===== src/dws_pkg.sv =====
// Shared types and constants for the dual-wheel speed PID block.
// Used by every module under src; depends on nothing.
package dws_pkg;

  localparam int CountW = 32;
  localparam int TargetW = 16;
  localparam int GainW = 16;
  localparam int LimitW = 15;
  localparam int DriveW = 16;
  localparam int IntegW = 48;
  localparam int ErrW = CountW + 1;
  localparam int ProdW = GainW + 1 + ErrW;
  localparam int SumW = ProdW + 2;
  localparam int CfgIdxW = 3;

  localparam logic [GainW-1:0] PropReset = 16'd20;
  localparam logic [GainW-1:0] DerivReset = 16'd20;
  localparam logic [GainW-1:0] IntegReset = 16'd0;
  localparam logic [GainW-1:0] DivisorReset = 16'd50;
  localparam logic [LimitW-1:0] LimitReset = 15'd255;

  typedef enum logic [CfgIdxW-1:0] {
    REG_PROP    = 3'd0,
    REG_DERIV   = 3'd1,
    REG_INTEG   = 3'd2,
    REG_DIVISOR = 3'd3,
    REG_LIMIT   = 3'd4
  } reg_idx_t;

  typedef struct packed {
    logic [GainW-1:0]  prop_gain;
    logic [GainW-1:0]  deriv_gain;
    logic [GainW-1:0]  integ_gain;
    logic [GainW-1:0]  divisor;
    logic [LimitW-1:0] max_drive;
  } cfg_t;

  typedef struct packed {
    logic               start;
    logic               moving;
    logic               load;
    logic [TargetW-1:0] target;
    logic [CountW-1:0]  count;
  } lane_cmd_t;

  typedef struct packed {
    logic              done;
    logic [DriveW-1:0] drive;
  } lane_res_t;

endpackage


===== src/dws_merge.sv =====
// Merge stage: joins both lane results into one output transaction register.
// Depends on dws_pkg; instantiated by the top level.
module dws_merge
  import dws_pkg::*;
(
  input  logic              clk,
  input  logic              rst_n,
  input  logic              req,
  input  logic              idle_frame,
  input  lane_res_t         res_l,
  input  lane_res_t         res_r,
  output logic              load,
  output logic              out_valid,
  input  logic              out_stall,
  output logic              out_drive_valid,
  output logic [DriveW-1:0] out_left_drive,
  output logic [DriveW-1:0] out_right_drive
);

  logic              valid_r;
  logic              dvalid_r;
  logic [DriveW-1:0] left_r;
  logic [DriveW-1:0] right_r;

  assign load = req && (!valid_r || !out_stall);

  always_ff @(posedge clk) begin
    if (!rst_n) begin
      valid_r <= 1'b0;
    end else if (load) begin
      valid_r <= 1'b1;
    end else if (!out_stall) begin
      valid_r <= 1'b0;
    end
    if (load) begin
      dvalid_r <= !idle_frame;
      left_r   <= idle_frame ? '0 : res_l.drive;
      right_r  <= idle_frame ? '0 : res_r.drive;
    end
  end

  assign out_valid       = valid_r;
  assign out_drive_valid = dvalid_r;
  assign out_left_drive  = left_r;
  assign out_right_drive = right_r;

endmodule


===== config.mk =====
export PLATFORM = sky130hd
export DESIGN_NAME = dws_merge
export DESIGN_NICKNAME = d
export VERILOG_FILES = /design/src/dws_pkg.sv /design/src/dws_merge.sv
export SDC_FILE = /design/constraint.sdc
export NUM_CORES = 1
export LEC_CHECK = 0
export BUFFER_PORTS_ARGS = -buffer_cell sky130_fd_sc_hd__buf_2
export CORE_AREA = 3 3 58 65
export DETAILED_ROUTE_END_ITERATION = 8
export DIE_AREA = 0 0 61 68
export PLACE_DENSITY = 0.72
export SLEW_MARGIN = 20
export SYNTH_ARGS = -nofsm -noshare
export SYNTH_HDL_FRONTEND = slang
export SYNTH_SLANG_ARGS = --single-unit

===== constraint.sdc =====
create_clock -name clk -period 11.8 [get_ports clk]
set_input_delay 2.36 -clock clk [delete_from_list [all_inputs] [get_ports clk]]
set_output_delay 2.36 -clock clk [all_outputs]
set_load 0.02 [all_outputs]

[After elaboration in Yosys (flattened, before gate mapping)]
Cells that the tools add are included.
Word-level totals
  register bits after elaboration: 34
  output and inout bits: 35
  input bits: 39
  memories: 0
  memory bits (read-only): 0
  bits in latches: 0
  memory bits (writable): 0
Operators by class
  divide/modulo/power cells: 0
  equal/unequal tests: 1
  magnitude comparators: 0
  shift-type cells: 0
  $add $sub $neg: 0
  multiplexer cells: 2
  reduce and logical (&&, ||, !) cells: 5
  multipliers: 0
  bitwise operators: 0
Operators with widths (number)
  zero test 1 bit: 3
  2-to-1 mux 1 bit: 2
  inequality test 2 bit, second input constant: 1
  logical AND 1 bit: 1
  logical OR 1 bit: 1

[Depth between registers and ports, before layout]
Gate-level depths: netlist (run 1).
  depth in word-level cells: 4
  gate-level depth with buffers: 2
  depth with buffers taken out: 2

[Worst setup path before layout (run 1)]
OpenSTA, ideal clock, no wires.
  path kind: input port to output port
  from: input req
  to: output load
  cell stages on the path: 1
  path buffers: 0
  setup slack: 4209 ps
  data arrival time: 5231 ps
  required time: 9440 ps
  cells stage by stage: a21boi_0
On the way
  cells in the longest elaborated chain, start to end: 1
Ends and longest elaborated chain
  from (decl): line dws_merge.sv:8  | input logic req,
  logical AND 1 bit: line dws_merge.sv:25  | assign load = req && (!valid_r || !out_stall);
  to (decl): line dws_merge.sv:12  | output logic load,
No other way between the ends.

[Worst setup path after layout (run 1)]
  from: input out_stall
  to: output load
On the way
  cells in the longest elaborated chain, start to end: 3
Ends and longest elaborated chain
  from (decl): line dws_merge.sv:14  | input logic out_stall,
  zero test 1 bit
  logical OR 1 bit: line dws_merge.sv:25
  logical AND 1 bit: line dws_merge.sv:25
No other way between the ends.

==> flow_summary.toml, run 1 <==
[clocking]
cts_setup_buffers = 0
clk_pin_slew_ns = 0.10
cts_buffers = 5
clock_tree.root_cell = "clkbuf_4"
insertion_delay_ns = 0.32
post_cts_resized = 0
clock_sinks = 34
cts_buffer_depth = 2
cts.htree.levels = 2
cts_tree = "built"
hold_buffers = 0

[sta]
slew-limit-headroom = 0.6321
tightest_slew_ns = 0.5519
finalCritPeriodShare = 0.4410
holdWs_ns = 0.5720
min_period_ns = 5.203
rsz0062_at_grt = "no"
finalMaxSlewViolations = 0
tns_ns = 0
skew_ns = 0.004606
fmax_mhz = 192.2
setup_viol = 0
hold_violations = 0

[critical_path]
max_stage_delay_ns = 0.19
crit_type = "primary input to primary output"
critPathMostFrequentCell = "buf_2"
worst-path-max-fanout = 2
critPathCaptureType = "primary output"
cp-start-kind = "primary input"
worst-r2r-setup-slack_ns = 10.53
crit_arrival_ns = 2.84
crit_slowest_cell = "buf_2"
crit_chain = "buf_2, a21boi_4, buf_2"
rr_worst_depth = 2
reg2reg_to = "out_right_drive[3]"
r2r_start = "out_valid"
crit_start = "out_stall"
required_ns = 9.44

[power]
leakagePower_uw = 0.0007479
pwr_density_cell_mw_per_mm2 = 137.2
ir_worst_vdd_v = 0.00006275

[final_layout]
n_antenna_cell = 0
drive_gt1_frac = 0.5267
final_cells = 184
mostFrequentLayoutCells = "buf_2, nor2b_1, edfxtp_1"
final_common_cell = "buf_2"
layout.nets = 188
synthToLayoutAreaGrowth_pct = 35.36

[yosys]
avgSynthCellArea_um2 = 17.21
ys_warn_count = 0
synth_seq_cells = 34
ys_seq_area_frac = 0.8048
yosys.area.top_type_share = 0.7888
syn_inst = 73
synth_top_area_cell = "edfxtp_1"
synthesis.area_mm2 = 0.001256
synthTopCellsByArea = "edfxtp_1, nor2b_1, buf_4"
syn_nets = 112
ys_types = 7

[routing]
ant_nets = 0
first_pass_iters = 2
drtIter0Drc = 17
vias_per_cell = 4.446
vias = 818
routed_wl_mm = 2.375
route.detailed.drc = 0
wire_per_inst_um = 12.91

[flow_run]
max_cap_viol_count = 0

[floorplan]
fp.dieH_um = 68
die_width_um = 61
die_area_mm2 = 0.004148
ios = 74
initial_core_util = 0.4018
rows = 21
core_area_mm2 = 0.003127

[place]
dp_cells = 176
finalWeightedCongestion = 0.6530
hpwl_mm = 1.661
port_buffers = 71

[min_path]
min_to = "out_valid"
hold_depth = 2
holdCritPathClass = "register to register"
hold_start = "out_valid"

[global_route]
antenna_found_initial = 0
grt_max_degree = 34
track_usage = 0.1166
grt_first_pass_wirelength_mm = 3.367
overflow = 0
grt_pass1_vias = 771

[run_status]
status = "finished clean"
layer usage:
metal	part of all wire	track usage
met2	0.47	0.1952
met3	0.080	0.03396
met1	0.43	0.1278
met5	0	0
met4	0.013	0.07317
per-stage QoR:
| stage | worst slack [ns] | utilization | area (µm²) | power, µW |
|---|---|---|---|---|
| 2_1_floorplan | 4.209 | - | 1256 | 165.2 |
| 3_3_place_gp | 6.589 | 0.5278 | 1650 | 178.2 |
| 3_5_place_dp | 6.591 | 0.5278 | 1650 | 179.1 |
| 4_1_cts | 6.591 | 0.5438 | 1700 | 238.6 |
| 5_1_grt | 6.576 | 0.5438 | 1700 | 245.7 |
| 6_report | 6.597 | 0.5438 | 1700 | 233.4 |
worst max path at each step:
stage	endpoint	slack, ns	cells past startpoint
floorplan	load	4.21	1
global placement	load	6.59	3
detailed placement	load	6.59	3
CTS	load	6.59	3
global route	load	6.58	3
finish	load	6.60	3
critical path, delay by kind of cell:
family	cells	cell delay [ns]
buffers and inverters	2	0.31
AO/OA/AOI/OAI	1	0.17
flip-flops by register name (all words and copies together), names as in the netlist:
signal,count
out_drive_valid,1
out_valid,1
out_left_drive,16
out_right_drive,16
cell families (layout without fill, tap and decap cells):
kind of cell           after synthesis  count (layout)  share of synthesized area
DFF                                 34              34                     0.8048
and+or+nand+nor                     33              33                     0.1643
buffers and inverters                4              81                    0.02091
AOI/OAI and AO/OA                    2               2                   0.009959
synth_stat cells (all sizes together):
| cell type | instances |
|---|---|
| nor2b | 33 |
| a21oi | 1 |
| buf | 3 |
| inv | 1 |
| a21boi | 1 |
| dfxtp | 1 |
| edfxtp | 33 |
where the power goes:
part	leakage (µW)	switching [µW]	internal, µW
sequential	0.000337	1.82	141
clock	0.0000297	35.3	22.4
combinational	0.000381	19.8	12.7
cell type report:
| type | count | area, µm² |
|---|---|---|
| Fill cell | 266 | 1426 |
| Sequential cell | 34 | 1011 |
| Timing Repair Buffer | 72 | 362.8 |
| Multi-Input combinational cell | 35 | 230.2 |
| Tap cell | 34 | 42.54 |
| Clock buffer | 6 | 41.29 |
| Clock inverter | 2 | 8.758 |
| Inverter | 1 | 3.754 |
(Power assumes the default switching activity.)
==> run 2: changes to the inputs <==
- clock period: 11.8 -> 4.8 ns (I/O delays scaled with it)
==> flow_summary.toml, run 2 (synthesis results as in run 1) <==
[critical_path]
crit_arrival_ns = 1.45
crit_type = "primary input to primary output"
crit_slowest_cell = "buf_2"
crit_start = "out_stall"
crit_chain = "buf_2, a21boi_4, buf_2"
cp-start-kind = "primary input"
crit_cells = 3
cp-endpoint = "load"
required_ns = 3.84
worst-r2r-setup-slack_ns = 3.53
r2r_start = "out_valid"
reg2reg_to = "out_left_drive[2]"
max_stage_delay_ns = 0.19
crit_buf_inv = 2
cpLargestDelayFamily = "buffers and inverters"
critPathCaptureType = "primary output"
worst-path-max-fanout = 2
critPathMostFrequentCell = "buf_2"
rr_worst_depth = 2

[sta]
tns_ns = 0
tightest_slew_ns = 0.5524
rsz0062_at_grt = "no"
min_period_ns = 2.407
skew_ns = 0.005981
slew-limit-headroom = 0.6318
fmax_mhz = 415.4
fin_ws_ns = 2.393
finalCritPeriodShare = 0.5015
hold_violations = 0
finalMaxSlewViolations = 0
setup_viol = 0

[routing]
drtIter0Drc = 22
vias = 811
routed_wl_mm = 2.405
first_pass_iters = 2
ant_nets = 0
wire_per_inst_um = 13.07
vias_per_cell = 4.408
route.detailed.drc = 0

[place]
port_buffers = 71
finalWeightedCongestion = 0.6525
hpwl_mm = 1.675
dp_slack_ns = 2.391

[clocking]
clock_sinks = 34
hold_buffers = 0
cts_tree = "built"
clock_tree.root_cell = "clkbuf_4"
cts_buffer_depth = 2
cts.htree.levels = 2
post_cts_resized = 0
insertion_delay_ns = 0.33
cts_buffers = 5
clk_pin_slew_ns = 0.09
cts_setup_buffers = 0

[flow_run]
max_cap_viol_count = 0

[final_layout]
layout.nets = 188
drive_gt1_frac = 0.5267
mostFrequentLayoutCells = "buf_2, nor2b_1, edfxtp_1"
synthToLayoutAreaGrowth_pct = 35.36
final_common_cell = "buf_2"
n_antenna_cell = 0

[floorplan]
core_area_mm2 = 0.003127
die_width_um = 61
rows = 21
ios = 74
fp.dieH_um = 68
initial_core_util = 0.4018
die_area_mm2 = 0.004148

[global_route]
track_usage = 0.1212
grt_max_degree = 34
grt_pass1_vias = 784
grt_first_pass_wirelength_mm = 3.456
antenna_found_initial = 0
overflow = 0

[run_status]
status = "finished clean"

[min_path]
holdCritPathClass = "register to register"
hold_start = "out_valid"

[power]
pwr_density_cell_mw_per_mm2 = 338.7
ir_worst_vdd_v = 0.0001656
leakagePower_uw = 0.0007479
==> run 2: cell counts in the layout (fill, tap and decap cells not counted) <==
No cell type changed its count.
==> run 2: worst min-delay path by stage <==
| stage | to | slack [ns] | cells past startpoint |
|---|---|---|---|
| final | out_valid | 0.58 | 2 |
| after global routing | out_valid | 0.64 | 2 |
| after CTS | out_valid | 0.58 | 2 |
| after detailed placement | out_valid | 0.56 | 2 |
| after global placement | out_valid | 0.55 | 2 |
| after floorplan | out_valid | 0.60 | 2 |
==> run 2: where the power goes <==
group / internal [µW] / leakage [µW] / switching (µW)
clock network: 55.0 / 0.0000297 / 89.0
logic: 31.2 / 0.000381 / 48.7
registers: 348 / 0.000337 / 4.50
==> run 2: worst register-to-register path: cells and delay by family, from the launching register on <==
| family | cells | cell delay [ns] |
|---|---|---|
| flip-flops | 1 | 0.36 |
| buffers and inverters | 1 | 0.40 |
| AO/OA/AOI/OAI | 1 | 0.17 |
==> run 2: metal layers <==
metal	share of wire	wire, µm	vias to the layer above	global-route usage
li1	-	-	403	-
met5	0	0	-	0
met1	0.41	983	352	0.1236
met4	0.012	29	0	0.05691
met3	0.11	258	5	0.05472
met2	0.47	1134	51	0.2086
==> run 2: final cells by class <==
class	count	area, µm²
inverter	1	3.754
sequential	34	1011
clock buffer	6	41.29
multi-input combinational	35	230.2
timing repair buffer	72	362.8
clock inverter	2	8.758
tap	34	42.54
fill	267	1426
==> run 2: metrics by stage <==
step	total power, µW	utilization	cell area [µm²]	cells	hold slack [ns]
floorplan	406.0	-	1256	73	0.5958
global placement	438.2	0.5278	1650	176	0.5475
detailed placement	440.4	0.5278	1650	176	0.5590
CTS	587.6	0.5438	1700	184	0.5753
global route	608.7	0.5438	1700	184	0.6400
finish	576.0	0.5438	1700	184	0.5761
==> run 3: changes to the inputs <==
- clock period: 4.8 -> 2.5 ns (I/O delays scaled with it)
==> flow_summary.toml, run 3 (synthesis results as in run 1) <==
[routing]
drtIter0Drc = 20
ant_nets = 0
first_pass_iters = 3
routed_wl_mm = 2.402
route.detailed.drc = 0
vias_per_cell = 4.538
vias = 835
wire_per_inst_um = 13.05

[run_status]
status = "finished clean"

[sta]
finalMaxSlewViolations = 0
hold_violations = 0
tns_ns = 0
min_period_ns = 1.825
rsz0062_at_grt = "no"
finalCritPeriodShare = 0.7298
skew_ns = 0.006398
slew-limit-headroom = 0.6430
setup_viol = 0
fmax_mhz = 548.1
tightest_slew_ns = 0.5356

[critical_path]
rr_worst_depth = 2
crit_chain = "a21boi_4, buf_2"
cpLargestDelayFamily = "compound AO/OA/AOI/OAI gates"
cp-start-kind = "register"
critPathCaptureType = "primary output"
crit_type = "register to primary output"
max_stage_delay_ns = 0.39
crit_cells = 2
crit_buf_inv = 1
worst-path-max-fanout = 12
crit_slowest_cell = "a21boi_4"
required_ns = 2.00
crit_arrival_ns = 1.32

[final_layout]
n_antenna_cell = 0
final_cells = 184
synthToLayoutAreaGrowth_pct = 39.84
mostFrequentLayoutCells = "buf_2, nor2b_1, edfxtp_1"
final_common_cell = "buf_2"
layout.nets = 188
drive_gt1_frac = 0.5400
utilization = 0.5618
num-fill-cells = 266
postLayoutCellArea_mm2 = 0.001757

[floorplan]
die_area_mm2 = 0.004148
die_width_um = 61
initial_core_util = 0.4018
ios = 74
rows = 21
fp.dieH_um = 68
core_area_mm2 = 0.003127

[clocking]
clock_tree.root_cell = "clkbuf_4"
clock_sinks = 34
cts_setup_buffers = 0
cts_buffer_depth = 2
cts.htree.levels = 2
cts_buffers = 5
post_cts_resized = 0
hold_buffers = 0
insertion_delay_ns = 0.33
clk_pin_slew_ns = 0.10
cts_tree = "built"

[place]
finalWeightedCongestion = 0.7119
dp_cells = 176
post_dp_cell_area_mm2 = 0.001650
port_buffers = 71

[global_route]
grt_pass1_vias = 814
overflow = 0
grt_max_degree = 34
grt_first_pass_wirelength_mm = 3.588
antenna_found_initial = 0
track_usage = 0.1264

[power]
leakagePower_uw = 0.0007736
pwr_density_cell_mw_per_mm2 = 753.2
ir_worst_vdd_v = 0.0004533

[min_path]
holdCritPathClass = "primary input to register"
hold_depth = 2

[flow_run]
max_cap_viol_count = 0
[run 3: cell types whose count changed in the layout (fill, tap and decap cells not counted), sizes merged]
cell / previous run / this run
clkbuf: 6 / 5
bufinv: 0 / 2
clkinv: 2 / 1
[run 3: worst paths after layout]
kind | startpoint | endpoint | slack (ns)
setup / recovery | out_valid | load | 0.68
hold / removal | rst_n | out_valid | 0.39
setup reg to reg | out_valid | out_left_drive[3] | 1.06
hold reg to reg | out_valid | out_valid | 0.58
[run 3: where the power goes]
group | switching [µW] | internal, µW
clock | 181 | 313
sequential | 8.96 | 667
combinational | 93.3 | 60.0
total | 283 | 1040
[run 3: metal layers]
layer | GRT usage | vias up | wire length, µm
li1 | - | 405 | -
met1 | 0.1083 | 377 | 812
met2 | 0.2340 | 48 | 1268
met3 | 0.06792 | 5 | 275
met4 | 0.05691 | 0 | 45
met5 | 0 | - | 0
[run 3: stage by stage]
stage	setup WS, ns	hold WS, ns	power, µW
5_1_grt	0.5491	0.3945	1387
3_3_place_gp	0.7362	0.5417	841.5
6_report	0.6754	0.3909	1323
4_1_cts	0.6278	0.3827	1345
3_5_place_dp	0.7165	0.5747	846.8
2_1_floorplan	0.4004	0.6087	777.8
[run 3: layout make-up]
class | count | area (µm²) | area share
multi-input cells | 35 | 230.2 | 0.1311
flip-flops and latches | 34 | 1011 | 0.5755
clock buffers | 5 | 37.54 | 0.02137
repair buffers | 72 | 362.8 | 0.2066
clock inverters | 3 | 68.82 | 0.03917
well taps | 34 | 42.54 | 0.02422
inverters | 1 | 3.754 | 0.002137
