**config.mk**
```make
export PLATFORM = sky130hd
export DESIGN_NAME = dws_lane
export DESIGN_NICKNAME = d
export VERILOG_FILES = /design/src/dws_pkg.sv /design/src/dws_div.sv /design/src/dws_lane.sv
export SDC_FILE = /design/constraint.sdc
export NUM_CORES = 2
export LEC_CHECK = 0
export BUFFER_PORTS_ARGS = -buffer_cell sky130_fd_sc_hd__buf_2
export CAP_MARGIN = 20
export CORE_ASPECT_RATIO = 0.9
export CORE_MARGIN = 5
export CORE_UTILIZATION = 60
export DETAILED_ROUTE_END_ITERATION = 10
export GPL_TIMING_DRIVEN = 0
export PLACE_DENSITY = 0.77
export SLEW_MARGIN = 10
export SYNTH_ARGS = -nofsm -noshare
export SYNTH_HDL_FRONTEND = slang
export SYNTH_SLANG_ARGS = --single-unit
export TNS_END_PERCENT = 20
```
**constraint.sdc**
```tcl
create_clock -name clk -period 15.75 [get_ports clk]
set_clock_uncertainty 0.1 [all_clocks]
set_input_delay 1.575 -clock clk [delete_from_list [all_inputs] [get_ports clk]]
set_output_delay 1.575 -clock clk [all_outputs]
set_load 0.005 [all_outputs]
```
**src/dws_pkg.sv**
```systemverilog
// Shared types and constants for the dual-wheel speed PID block.
// Used by every module under src; depends on nothing.
package dws_pkg;

  localparam int CountW = 32;
  localparam int TargetW = 16;
  localparam int GainW = 16;
  localparam int LimitW = 15;
  localparam int DriveW = 16;
  localparam int IntegW = 48;
  localparam int ErrW = CountW + 1;
  localparam int ProdW = GainW + 1 + ErrW;
  localparam int SumW = ProdW + 2;
  localparam int CfgIdxW = 3;

  localparam logic [GainW-1:0] PropReset = 16'd20;
  localparam logic [GainW-1:0] DerivReset = 16'd20;
  localparam logic [GainW-1:0] IntegReset = 16'd0;
  localparam logic [GainW-1:0] DivisorReset = 16'd50;
  localparam logic [LimitW-1:0] LimitReset = 15'd255;

  typedef enum logic [CfgIdxW-1:0] {
    REG_PROP    = 3'd0,
    REG_DERIV   = 3'd1,
    REG_INTEG   = 3'd2,
    REG_DIVISOR = 3'd3,
    REG_LIMIT   = 3'd4
  } reg_idx_t;

  typedef struct packed {
    logic [GainW-1:0]  prop_gain;
    logic [GainW-1:0]  deriv_gain;
    logic [GainW-1:0]  integ_gain;
    logic [GainW-1:0]  divisor;
    logic [LimitW-1:0] max_drive;
  } cfg_t;

  typedef struct packed {
    logic               start;
    logic               moving;
    logic               load;
    logic [TargetW-1:0] target;
    logic [CountW-1:0]  count;
  } lane_cmd_t;

  typedef struct packed {
    logic              done;
    logic [DriveW-1:0] drive;
  } lane_res_t;

endpackage

```
**src/dws_div.sv**
```systemverilog
// Bit-serial signed divider, one quotient bit per cycle, truncating toward zero.
// Depends on dws_pkg; instantiated by dws_lane.
module dws_div
  import dws_pkg::*;
(
  input  logic              clk,
  input  logic              rst_n,
  input  logic              start,
  input  logic [SumW-1:0]   dividend,
  input  logic [GainW-1:0]  divisor,
  output logic              done,
  output logic [SumW-1:0]   quotient
);

  localparam int CntW = $clog2(SumW);
  localparam logic [CntW-1:0] LastStep = CntW'(SumW - 1);

  typedef enum logic [2:0] {
    DV_IDLE = 3'b001,
    DV_RUN  = 3'b010,
    DV_DONE = 3'b100
  } dv_state_t;

  dv_state_t       state_r, state_nxt;
  logic [CntW-1:0] cnt_r, cnt_nxt;
  logic [SumW-1:0] quo_r, quo_nxt;
  logic [GainW-1:0] rem_r, rem_nxt;
  logic [GainW-1:0] dvs_r, dvs_nxt;
  logic            neg_r, neg_nxt;
  logic [GainW:0]  trial;
  logic [GainW:0]  diff;
  logic            ge;

  assign trial = {rem_r, quo_r[SumW-1]};
  assign ge    = trial >= {1'b0, dvs_r};
  assign diff  = trial - {1'b0, dvs_r};

  always_comb begin
    state_nxt = state_r;
    cnt_nxt   = cnt_r;
    quo_nxt   = quo_r;
    rem_nxt   = rem_r;
    dvs_nxt   = dvs_r;
    neg_nxt   = neg_r;
    case (state_r)
      DV_IDLE: begin
        if (start) begin
          neg_nxt   = dividend[SumW-1];
          quo_nxt   = dividend[SumW-1] ? (~dividend + 1'b1) : dividend;
          rem_nxt   = '0;
          dvs_nxt   = divisor;
          cnt_nxt   = '0;
          state_nxt = DV_RUN;
        end
      end
      DV_RUN: begin
        quo_nxt = {quo_r[SumW-2:0], ge};
        rem_nxt = ge ? diff[GainW-1:0] : trial[GainW-1:0];
        cnt_nxt = cnt_r + 1'b1;
        if (cnt_r == LastStep) begin
          state_nxt = DV_DONE;
        end
      end
      DV_DONE: begin
        state_nxt = DV_IDLE;
      end
      default: begin
        state_nxt = DV_IDLE;
      end
    endcase
  end

  always_ff @(posedge clk) begin
    if (!rst_n) begin
      state_r <= DV_IDLE;
      cnt_r   <= '0;
    end else begin
      state_r <= state_nxt;
      cnt_r   <= cnt_nxt;
    end
    quo_r <= quo_nxt;
    rem_r <= rem_nxt;
    dvs_r <= dvs_nxt;
    neg_r <= neg_nxt;
  end

  assign done     = (state_r == DV_DONE);
  assign quotient = neg_r ? (~quo_r + 1'b1) : quo_r;

endmodule

```
**src/dws_lane.sv**
```systemverilog
// One wheel's PID lane: state, shared gain multiplier, divider, clamp and integral.
// Depends on dws_pkg and dws_div; two copies run in lockstep under the top level.
module dws_lane
  import dws_pkg::*;
(
  input  logic      clk,
  input  logic      rst_n,
  input  cfg_t      cfg,
  input  lane_cmd_t cmd,
  input  logic      ack,
  output lane_res_t res
);

  typedef enum logic [6:0] {
    ST_IDLE = 7'b0000001,
    ST_MP   = 7'b0000010,
    ST_MD   = 7'b0000100,
    ST_MI   = 7'b0001000,
    ST_SUM  = 7'b0010000,
    ST_DIV  = 7'b0100000,
    ST_FIN  = 7'b1000000
  } ln_state_t;

  localparam logic signed [IntegW-1:0] IntegMax = {1'b0, {(IntegW-1){1'b1}}};
  localparam logic signed [IntegW-1:0] IntegMin = {1'b1, {(IntegW-1){1'b0}}};

  ln_state_t                 state_r, state_nxt;
  logic [TargetW-1:0]        target_r, target_nxt;
  logic [CountW-1:0]         pcount_r, pcount_nxt;
  logic [CountW-1:0]         prate_r, prate_nxt;
  logic signed [IntegW-1:0]  integ_r, integ_nxt;
  logic signed [ErrW-1:0]    err_r, err_nxt;
  logic signed [ErrW-1:0]    drate_r, drate_nxt;
  logic signed [ProdW-1:0]   pterm_r, pterm_nxt;
  logic signed [ProdW-1:0]   dterm_r, dterm_nxt;
  logic signed [ProdW-1:0]   iterm_r, iterm_nxt;
  logic [DriveW-1:0]         drive_r, drive_nxt;

  logic [TargetW-1:0]        tgt_eff;
  logic [CountW-1:0]         rate;
  logic [GainW-1:0]          mul_gain;
  logic signed [ErrW-1:0]    mul_val;
  logic signed [ProdW-1:0]   product;
  logic signed [SumW-1:0]    sum;
  logic                      div_start;
  logic                      div_done;
  logic [SumW-1:0]           div_q;
  logic signed [SumW-1:0]    q;
  logic signed [SumW-1:0]    lim;
  logic signed [SumW-1:0]    acc;

  assign tgt_eff = cmd.load ? cmd.target : target_r;
  assign rate    = cmd.count - pcount_r;

  always_comb begin
    case (state_r)
      ST_MD:   begin mul_gain = cfg.deriv_gain; mul_val = drate_r; end
      ST_MI:   begin mul_gain = cfg.integ_gain; mul_val = err_r;   end
      default: begin mul_gain = cfg.prop_gain;  mul_val = err_r;   end
    endcase
  end

  assign product = $signed({1'b0, mul_gain}) * mul_val;

  assign sum = SumW'(pterm_r) - SumW'(dterm_r) + SumW'(integ_r);
  assign div_start = (state_r == ST_SUM);

  dws_div u_div (
    .clk      (clk),
    .rst_n    (rst_n),
    .start    (div_start),
    .dividend (sum),
    .divisor  (cfg.divisor),
    .done     (div_done),
    .quotient (div_q)
  );

  assign q   = $signed(div_q);
  assign lim = $signed({{(SumW-LimitW){1'b0}}, cfg.max_drive});
  assign acc = SumW'(integ_r) + SumW'(iterm_r);

  always_comb begin
    state_nxt  = state_r;
    target_nxt = target_r;
    pcount_nxt = pcount_r;
    prate_nxt  = prate_r;
    integ_nxt  = integ_r;
    err_nxt    = err_r;
    drate_nxt  = drate_r;
    pterm_nxt  = pterm_r;
    dterm_nxt  = dterm_r;
    iterm_nxt  = iterm_r;
    drive_nxt  = drive_r;
    case (state_r)
      ST_IDLE: begin
        if (cmd.start) begin
          target_nxt = tgt_eff;
          if (!cmd.moving) begin
            if (prate_r != '0) begin
              target_nxt = '0;
              pcount_nxt = cmd.count;
              prate_nxt  = '0;
              integ_nxt  = '0;
            end
          end else begin
            err_nxt    = ErrW'($signed(tgt_eff)) - ErrW'($signed(rate));
            drate_nxt  = ErrW'($signed(rate)) - ErrW'($signed(prate_r));
            pcount_nxt = cmd.count;
            prate_nxt  = rate;
            state_nxt  = ST_MP;
          end
        end
      end
      ST_MP: begin
        pterm_nxt = product;
        state_nxt = ST_MD;
      end
      ST_MD: begin
        dterm_nxt = product;
        state_nxt = ST_MI;
      end
      ST_MI: begin
        iterm_nxt = product;
        state_nxt = ST_SUM;
      end
      ST_SUM: begin
        state_nxt = ST_DIV;
      end
      ST_DIV: begin
        if (div_done) begin
          if (q >= lim) begin
            drive_nxt = lim[DriveW-1:0];
          end else if (q <= -lim) begin
            drive_nxt = DriveW'(-lim);
          end else begin
            drive_nxt = q[DriveW-1:0];
            if (acc[SumW-1:IntegW-1] != {(SumW-IntegW+1){acc[SumW-1]}}) begin
              integ_nxt = acc[SumW-1] ? IntegMin : IntegMax;
            end else begin
              integ_nxt = acc[IntegW-1:0];
            end
          end
          state_nxt = ST_FIN;
        end
      end
      ST_FIN: begin
        if (ack) begin
          state_nxt = ST_IDLE;
        end
      end
      default: begin
        state_nxt = ST_IDLE;
      end
    endcase
  end

  always_ff @(posedge clk) begin
    if (!rst_n) begin
      state_r  <= ST_IDLE;
      target_r <= '0;
      pcount_r <= '0;
      prate_r  <= '0;
      integ_r  <= '0;
    end else begin
      state_r  <= state_nxt;
      target_r <= target_nxt;
      pcount_r <= pcount_nxt;
      prate_r  <= prate_nxt;
      integ_r  <= integ_nxt;
    end
    err_r   <= err_nxt;
    drate_r <= drate_nxt;
    pterm_r <= pterm_nxt;
    dterm_r <= dterm_nxt;
    iterm_r <= iterm_nxt;
    drive_r <= drive_nxt;
  end

  assign res.done  = (state_r == ST_FIN);
  assign res.drive = drive_r;

endmodule

```
Word-level counts from Yosys, hierarchy flattened

Index checks and enable logic that the tools add are counted.

Input bits: 133
Word-level logic and storage cells: 107
Output and inout port bits: 17
Register bits: 461

Add/sub/neg operators: 11
$lt $le $gt $ge: 3
Muxes and demuxes: 37
Eq/ne operators: 22
$mul: 1
Reduce and logical (&&, ||, !) cells: 13
Bitwise operators: 2

Operators with widths:

| cell                  | count |
|---|---|
| $mux 48               | 8 |
| $mux 52               | 3 |
| $mux 32               | 4 |
| $add 52x1->52 const B | 2 |
| $not 52->52           | 2 |
| $pmux 52 s2           | 1 |
| $mux 16               | 6 |
| $pmux 48 s2           | 1 |
| $pmux 16 s2           | 2 |
| $add 51x48->52        | 1 |
| $ge 52x16->1          | 1 |
| $le 52x52->1          | 1 |
| $neg 15->52           | 1 |
| $add 48x50->51        | 1 |
| $sub 50x50->51        | 1 |
| $mul 17x33->50        | 1 |
| $pmux 7 s7            | 1 |
| $mux 33               | 1 |
| $sub 16x32->33        | 1 |
| $sub 32x32->33        | 1 |
| $reduce_bool 32->1    | 1 |
| $sub 32x32->32        | 1 |
| $mux 7                | 4 |
| $ne 2x2->1 const B    | 9 |
| 26 further kinds      | 34 |

Logic depth before layout (Yosys ltp)

Depth after elaboration: 8
Depth in mapped cells: 34

Hierarchy

A second synthesis with hierarchy kept.

Cells, all modules: 5837
Area total of the unflattened synthesis: 52210.1 um^2

Modules (own cells, without submodules):

| module   | cells each | area each (um^2) | instances |
|---|---|---|---|
| dws_lane | 5099       | 45372.3          | 1 |
| dws_div  | 738        | 6837.8           | 1 |

Worst setup path after synthesis

No wires, ideal clock.

Path type: reg2reg
Start: register state_r[4]
End: register dterm_r[48], data pin
Setup slack: 6086 ps
Data arrival time: 9297 ps
Required time: 15383 ps
Library setup time: 267 ps
Stages on the path, launching flop included: 32
Path through: dfxtp_1 > nor4_1 > nand3_1 > clkinv_1 > clkbuf_1 > buf_1 > clkbuf_1 > nand2_1 > nand2_1 > nand2_1 > fa_1 > inv_1 > fa_1 > inv_1 > fa_1 > inv_1 > fa_1 > fa_1 > fa_1 > ha_1 > a21o_1 > a21oi_1 > nor3b_1 > nand3_1 > a2111oi_0 > or3_1 > a31o_2 > o221ai_1 > o21ai_0 > o21ai_0 > a21oi_1 > xnor2_1

Longest elaborated chain between the ends: 3
Elaborated cells on any way between the ends: 5

RTL lines:

| item                                            | line            | RTL |
|---|---|---|
| start: declaration                              | dws_lane.sv:27  | `ln_state_t state_r, state_nxt;` |
| start signal: assignment                        | dws_lane.sv:165 | `state_r <= state_nxt;` |
| $eq 7x4->1 / $eq 7x3->1 (equally long branches) | dws_lane.sv:56  | `case (state_r)` |
| $pmux 16 s2 / $mux 33 (equally long branches)   | dws_lane.sv:56  |  |
| $mul 17x33->50 (*)                              | dws_lane.sv:63  | `assign product = $signed({1'b0, mul_gain}) * mul_val;` |
| net product[48]                                 | dws_lane.sv:43  | `logic signed [ProdW-1:0] product;` |
| end signal: assignment                          | dws_lane.sv:174 | `dterm_r <= dterm_nxt;` |
| end: declaration                                | dws_lane.sv:35  | `logic signed [ProdW-1:0] dterm_r, dterm_nxt;` |

Mark *: on every way through the listed nets, which the timed path passes. The rest lies on a longest branch.
A chain may end at the register's enable or synchronous reset.

Worst setup path after layout

Start: register state_r[4]
End: register dterm_r[49], data pin

Same word-level chain as after synthesis.

==> flow_summary.yaml <==
run_status:
  outcome: "complete, no violations"
setup_path:
  cp-end-kind: "register"
  cp.arrival_ns: 12.61
  startpoint_type: "register"
  critPathMostFrequentCell: "fa_1"
  critPathMaxFanout: 10
  critPathSlowestCell: "o31ai_1"
  worstSetupPathType: "reg -> reg"
  required_ns: 16.01
  cp_slowest_stage_delay_ns: 0.90
finish:
  fillers: 7284
  syn_to_final_growth_pct: 8.26
  multi_input_area_mm2: 0.0358
  fin_util: 0.654
  finalInstanceArea_mm2: 0.0572
  layout.nets: 7340
  seq_area_mm2: 0.0124
  drive_gt1_frac: 0.0606
sta:
  worstMarginPinSlew_ns: 1.21
  worst_slack_ns: 3.40
  grt_setup_unrepaired: "false"
  timing.final.hold_violations: 0
  fmax_ghz: 0.0810
  slew_headroom: 0.173
  setup_viol: 0
  final.min_clock_period_ns: 12.35
  drv_slew: 0
  fin_crit_sh: 0.784
  setup_tns_ns: 0
route:
  vias: 44475
  detail_route.vias_per_cell: 5.97
  ant_nets: 0
  drtPass1Iterations: 6
  drc: 0
  wirelength_mm: 151
  drt-initial-drc-count: 4459
  wl_per_cell_um: 20.3
synth:
  netlist_instances: 6021
  syn-cell-area_mm2: 0.0528
  synth_edf_count: 317
  ys.flop_type: "edfxtp_1"
  synth-async-reset-ratio: 0
  ys_ff_latch: 461
  synth.net_count: 7115
  ys_types: 93
  syn_area_per_cell_um2: 8.77
  yosysWarnings: 0
  yosysSeqAreaShare: 0.235
cts:
  htree_levels: 2
  clock-sinks: 461
  clk-insertion-delay-late_ns: 0.65
  cts-root-buf: "clkbuf_16"
  cts_tree: "done"
  ctsLongestPathBuffers: 3
  postCtsSetupRepairBufs: 0
  ctsResizeCount: 0
  clk_pin_slew_ns: 0.06
  cts_hold_buffers: 0
  cts_buffers: 53
placement:
  portBuffers: 147
  hpwl_mm: 124
  gp_congestion: 0.991
  post_dp_cell_area_mm2: 0.0554
  pre_cts_ws_ns: 3.95
floorplanning:
  rows: 103
  dieArea_mm2: 0.0941
  core_mm2: 0.0875
  die_w_um: 323
  io_pins: 150
  die_y_um: 291
  start_util: 0.604
global_route:
  antenna_found_initial: 7
  grt_pass1_vias: 43305
  grtUsageTotal: 0.320
  grt_max_degree: 59
  overflow: 0
  grt_first_pass_wirelength_mm: 238
hold_path:
  hold_path_class: "reg -> reg"
job:
  maxCapViolCount: 0
[cells in the mapped netlist, types with 13 or more instances]
cell      count  area, µm²
xnor2_1     227       1990
o211ai_1     28        210
nand4_1      52        325
edfxtp_1    317       9520
ha_1        403       5040
o21a_1       46        345
and3_1       27        169
a21o_1      164       1230
nor2_1      497       1870
a221o_1      14        140
nor2b_1      94        588
nor3_1       80        400
nand3_1      75        375
a21oi_1     342       1710
or4_1        13       97.6
o21ai_2      30        263
o21ai_0     224       1120
o31ai_1      32        240
inv_1      1011       3790
a22oi_1      26        195
a21boi_0     17        128
or2_2        16        100
a211oi_1     31        233
dfxtp_1     144       2880
or3_1        36        225
and2_1       44        275
buf_1        13       48.8
o21bai_1     40        300
a31oi_1      35        219
nand2_1     726       2730
fa_1        558      11200
a221oi_1     21        184
mux2i_1      84        841
nand2b_1     36        225
mux2_2       20        225
xor2_1       98        858
clkbuf_1    177        664
nor4_1       25        156
[area by class of cell]
type / instances / share of cell area
clock inverters: 31 / 0.00573
well taps: 1155 / 0.0253
multi-input cells: 4339 / 0.627
clock buffers: 69 / 0.0255
flip-flops and latches: 461 / 0.217
plain buffers: 208 / 0.0151
inverters: 1013 / 0.0665
diodes: 2 / 0.0000875
repair buffers: 170 / 0.0181
[registers in the layout, indices dropped and copies added, names as in the netlist, 33 cells and up]
name	flops
drate_r	33
integ_r	48
err_r	33
dterm_r	50
u_div.quo_r	52
iterm_r	50
pterm_r	50
[metrics by stage]
step           hold slack (ns)  std cells
3_3_place_gp             0.339       7323
3_5_place_dp             0.346       7344
5_1_grt                  0.372       7446
4_1_cts                  0.354       7444
2_1_floorplan            0.332       6021
6_report                 0.361       7448
[cells in the final DEF (no fill, tap or decap), drive strengths merged, types with 46 or more instances in the layout]
cell type,count
inv,1017
nand2,726
fa,558
nor2,498
ha,403
a21oi,343
edfxtp,317
o21ai,261
clkbuf,246
xnor2,227
buf,200
a21o,164
dfxtp,144
xor2,98
nor2b,94
mux2i,85
nor3,80
nand3,76
nand4,52
o21a,46
[final timing paths]
path,start,end,slack [ns],cells past startpoint
setup / recovery,state_r[4],dterm_r[49],3.40,30
hold / removal,target_r[12],target_r[12],0.36,2
setup reg to reg,state_r[4],dterm_r[49],3.40,30
hold reg to reg,target_r[12],target_r[12],0.36,2
[logic make-up (layout without fill, tap and decap cells)]
group,after synthesis,in the layout,synth area share
buffers and inverters,1221,1491,0.0882
flip-flops,461,461,0.235
other,0,2,0
XOR/XNOR,325,325,0.0539
multiplexers,105,105,0.0204
AND/OR/NAND/NOR,1778,1778,0.152
AO/OA/AOI/OAI,1170,1170,0.143
adder cells (fa/ha/maj),961,961,0.307
[per-layer routing]
metal  wire length (µm)  global-route usage
met1              64700               0.467
met2              63200               0.468
met3              17700              0.0830
met4               5560               0.102
met5                 25                   0
[critical path, delay by kind of cell, from the launching register on]
kind	cells	cell delay [ns]
AND/OR/NAND/NOR	10	2.99
XOR/XNOR	1	0.44
buffers and inverters	7	2.57
flip-flops	1	0.33
adder cells (fa/ha/maj)	7	3.55
AO/OA/AOI/OAI	5	2.06
Power is not shown: default switching activity piles up to over one toggle a cycle in this logic, so the estimate is an artifact.
